## src/design/flh_pkg.sv

```systemverilog
// shared constants, types and helpers for the four-lane hash core
// no dependencies
`timescale 1ns / 1ps
package flh_pkg;
    localparam logic [63:0] P1    = 64'h9E3779B185EBCA87;
    localparam logic [63:0] P2    = 64'hC2B2AE3D27D4EB4F;
    localparam logic [63:0] P3    = 64'h165667B19E3779F9;
    localparam logic [63:0] P4    = 64'h85EBCA77C2B2AE63;
    localparam logic [63:0] P5    = 64'h27D4EB2F165667C5;
    localparam logic [63:0] MIX_A = 64'hff51afd7ed598ccd;
    localparam logic [63:0] MIX_B = 64'hc4ceb9fe1a85ec53;

    localparam logic [0:0] CFG_SEED = 1'b0;
    localparam logic [0:0] CFG_OUTW = 1'b1;

    // request to the shared multiplier: a * b, low 64 bits
    typedef struct packed {
        logic        start;
        logic [63:0] a;
        logic [63:0] b;
    } mul_req_t;

    typedef struct packed {
        logic        done;
        logic [63:0] p;
    } mul_rsp_t;

    function automatic logic [63:0] rotl(input logic [63:0] x, input logic [5:0] r);
        logic [127:0] d;
        begin
            d = {x, x} << r;
            rotl = d[127:64];
        end
    endfunction
endpackage

```

## src/design/flh_mul.sv

```systemverilog
// shared 64x64 low-half multiplier, three 32x32 partial products over cycles
// depends on flh_pkg
`timescale 1ns / 1ps
module flh_mul
    import flh_pkg::*;
(
    input  logic     clk,
    input  logic     rst_n,
    input  mul_req_t req,
    output mul_rsp_t rsp
);
    logic [63:0] a_reg, b_reg, acc_reg;
    logic [2:0]  step_reg;
    logic        busy_reg, done_reg;
    logic [31:0] op_a, op_b;
    logic [63:0] pp_reg;

    // operand pick per step: lo*lo, lo*hi, hi*lo
    always_comb
    begin
        unique case (step_reg[1:0])
            2'd0:    begin op_a = a_reg[31:0];  op_b = b_reg[31:0];  end
            2'd1:    begin op_a = a_reg[31:0];  op_b = b_reg[63:32]; end
            default: begin op_a = a_reg[63:32]; op_b = b_reg[31:0];  end
        endcase
    end

    // sequencer: step 0..2 multiply, 1..3 accumulate registered product
    always_ff @(posedge clk or negedge rst_n)
    begin
        if (!rst_n)
        begin
            busy_reg <= 1'b0;
            done_reg <= 1'b0;
            step_reg <= 3'd0;
        end
        else
        begin
            done_reg <= 1'b0;
            if (req.start)
            begin
                busy_reg <= 1'b1;
                step_reg <= 3'd0;
            end
            else if (busy_reg)
            begin
                step_reg <= step_reg + 3'd1;
                if (step_reg == 3'd3)
                begin
                    busy_reg <= 1'b0;
                    done_reg <= 1'b1;
                end
            end
        end
    end

    always_ff @(posedge clk)
    begin
        if (req.start)
        begin
            a_reg   <= req.a;
            b_reg   <= req.b;
            acc_reg <= '0;
        end
        else if (busy_reg)
        begin
            pp_reg <= {32'd0, op_a} * {32'd0, op_b};
            unique case (step_reg)
                3'd1:    acc_reg <= pp_reg;
                3'd2:    acc_reg <= acc_reg + {pp_reg[31:0], 32'd0};
                3'd3:    acc_reg <= acc_reg + {pp_reg[31:0], 32'd0};
                default: acc_reg <= acc_reg;
            endcase
        end
    end

    assign rsp.done = done_reg;
    assign rsp.p    = acc_reg;
endmodule

```

## config.mk

```make
export PLATFORM = sky130hd
export DESIGN_NAME = flh_mul
export DESIGN_NICKNAME = d
export VERILOG_FILES = /design/src/design/flh_pkg.sv /design/src/design/flh_mul.sv
export SDC_FILE = /design/constraint.sdc
export NUM_CORES = 2
export LEC_CHECK = 0
export BUFFER_PORTS_ARGS = -buffer_cell sky130_fd_sc_hd__buf_2
export CAP_MARGIN = 20
export CORE_ASPECT_RATIO = 0.6
export CORE_MARGIN = 2
export CORE_UTILIZATION = 30
export DETAILED_ROUTE_END_ITERATION = 10
export HOLD_SLACK_MARGIN = 0.02
export PLACE_DENSITY = 0.47
export REMOVE_ABC_BUFFERS = 1
export SLEW_MARGIN = 20
export SYNTH_ARGS = -nofsm -noshare
export SYNTH_HDL_FRONTEND = slang
export SYNTH_SLANG_ARGS = --single-unit
```

## constraint.sdc

```tcl
create_clock -name clk -period 14.2 [get_ports clk]
set_input_delay 1.42 -clock clk [delete_from_list [all_inputs] [get_ports clk]]
set_output_delay 1.42 -clock clk [all_outputs]
set_load 0.1 [all_outputs]
```

==> flow_metrics.env <==
export IMPL_drv_slew=0
export IMPL_finalNetCount=5929
export IMPL_max_slew_margin_rel=0.269
export IMPL_crit_path_start_kind="flip-flop"
export IMPL_syn2layout_area_growth_pct=10.4
export IMPL_grt_use_met2=0.290
export IMPL_grt_pass1_vias=33200
export IMPL_use_met3=0.0759
export IMPL_fin_tns_setup_ns=0
export IMPL_fin_crit_sh=0.769
export IMPL_cts_sinks=261
export IMPL_critical_path_required_ns=14.59
export IMPL_wl_per_cell_um=24.5
export IMPL_cts_tree="built"
export IMPL_synthDistinctLibCells=72
export IMPL_io_pins=196
export IMPL_drc=11
export IMPL_antenna_left=0
export IMPL_synth_edff_count=192
export IMPL_dieArea_mm2=0.147
export IMPL_die_width_um=493
export IMPL_final_common_cell="fa_1"
export IMPL_row_count=107
export IMPL_routabilityCongestion=0.961
export IMPL_critical_path_arrival_ns=11.31
export IMPL_htree_levels=1
export IMPL_cp_top_family="adder cells"
export IMPL_use_met1=0.335
export IMPL_grtUsageTotal=0.218
export IMPL_fmax_ghz=0.0916
export IMPL_multi_input_area_mm2=0.0321
export IMPL_cpMostUsedCell="fa_1"
export IMPL_hold_path_class="flip-flop to flip-flop"
export IMPL_syn_instance_count=4506
export IMPL_hpwl_um=129000
export IMPL_cap_violations=0
export IMPL_status="complete, but fails checks"
export IMPL_hold_violations=0
export IMPL_rsz0062_at_grt="no"
export IMPL_numPortBuffers=195
export IMPL_tightest_slew_ns=1.07
export IMPL_synthFlopType="edfxtp_1"
export IMPL_finClkSkew_ns=0.0282
export IMPL_crit_path_end_kind="flip-flop"
export IMPL_core_mm2=0.142
export IMPL_crit_path_max_incr_delay_ns=0.88
export IMPL_ys_seq_elements=261
export IMPL_grt_max_degree=65
export IMPL_grt_busiest_layer="met1"
export IMPL_numCtsBuffers=30
export IMPL_dr_pass1_iters=9
export IMPL_fin_crit_ns=10.92
export IMPL_routed_wirelength_um=160000
export IMPL_layout_common_cells="fa_1 (897), inv_1 (860), nor2_1 (636)"
export IMPL_crit_type="flip-flop to flip-flop"
export IMPL_post_cts_resized=0
export IMPL_antenna_found_initial=8
export IMPL_ys_warn_count=0
export IMPL_grt_pass1_wl_um=233000
export IMPL_slowest_stage="buf_4"
export IMPL_synth_seq_area_share=0.167
export IMPL_clock_latency_ns=0.65
export IMPL_synth_area_per_cell_um2=9.55
export IMPL_cts_setup_buffers=0
export IMPL_num_vias=32500
export IMPL_drtIter0Drc=2937
export IMPL_setup_viol=0
export IMPL_num_antenna_cells=0
export IMPL_async_flop_share=0.0192
export IMPL_start_util=0.303
export IMPL_worst_path_buf_inv=5
export IMPL_syn_area_mm2=0.0430
export IMPL_vias_per_cell=4.97
export IMPL_die_h_um=297
export IMPL_overflow=0
export IMPL_fill_cells=14800
export IMPL_crit_path_max_fanout=54
export IMPL_violations="design-rule violations"
export IMPL_regArea_mm2=0.00717
export IMPL_final_cells=6532
export IMPL_hold_buffers=0
export IMPL_cts_root_buffer="clkbuf_16"
export IMPL_drive_gt1_frac=0.0971
export IMPL_cts_buffer_depth=3
export IMPL_clk_pin_slew_ns=0.07
export IMPL_place_inst=6477
-- tightest hold or removal path, delay by kind of cell, from the launching register on --
kind / cells / cell delay (ns)
DFF: 1 / 0.31
and+or+nand+nor: 1 / 0.05
AOI/OAI and AO/OA: 1 / 0.05
-- cell families after synthesis --
family,synth area share
AOI/OAI and AO/OA,0.0574
xor gates and xnor gates,0.0175
adders and majority gates,0.504
buffers and inverters,0.0933
DFF,0.167
muxes,0.0316
and+or+nand+nor,0.129
-- synthesized netlist by cell type (17+ instances only) --
library cell	count	share of area
dfxtp_1	64	0.030
edfxtp_1	192	0.13
o21ai_0	49	0.0057
a21oi_1	132	0.015
clkbuf_1	193	0.017
mux2_2	62	0.016
inv_1	860	0.075
fa_1	897	0.42
xnor2_1	58	0.012
nand2_1	617	0.054
nor3_1	24	0.0028
ha_1	299	0.087
a21o_1	56	0.0098
mux2i_1	65	0.015
o21bai_1	22	0.0038
and3_1	17	0.0025
a31oi_1	18	0.0026
xor2_1	28	0.0057
nor2_1	637	0.056
nand3_1	21	0.0024
-- stage by stage --
stage | area (um^2) | hold slack [ns] | setup slack [ns] | utilization
global route | 47500 | 0.477 | 2.81 | 0.334
global placement | 46400 | 0.444 | 3.54 | 0.327
CTS | 47500 | 0.455 | 3.37 | 0.334
floorplan | 42200 | 0.501 | 0.832 | -
finish | 47500 | 0.451 | 3.28 | 0.334
detailed placement | 46400 | 0.446 | 3.39 | 0.327
-- layout make-up --
| class | count | area share |
|---|---|---|
| clock inverters | 12 | 0.00264 |
| clock buffers | 43 | 0.0191 |
| multi-input cells | 3178 | 0.676 |
| flip-flops and latches | 261 | 0.151 |
| well taps | 1907 | 0.0503 |
| inverters | 860 | 0.0680 |
| repair buffers | 271 | 0.0328 |
-- worst paths after layout --
check	startpoint	end	slack, ns	cells past startpoint
worst max-delay path	step_reg[1]	pp_reg[62]	3.28	28
worst min-delay path	acc_reg[12]	acc_reg[12]	0.45	2
worst max register to register	step_reg[1]	pp_reg[62]	3.28	28
worst min register to register	acc_reg[12]	acc_reg[12]	0.45	2
max in group asynchronous	rst_n	done_reg	13.43	1
min in group asynchronous	rst_n	busy_reg	0.60	1
-- per-layer routing --
layer | vias to the layer above | share of wire
li1 | 14000 | -
met1 | 16800 | 0.47
met2 | 1450 | 0.39
met3 | 174 | 0.12
met4 | 4 | 0.023
met5 | - | 0.00013
Power is not shown: default switching activity piles up to over one toggle a cycle in this logic, so the estimate is an artifact.
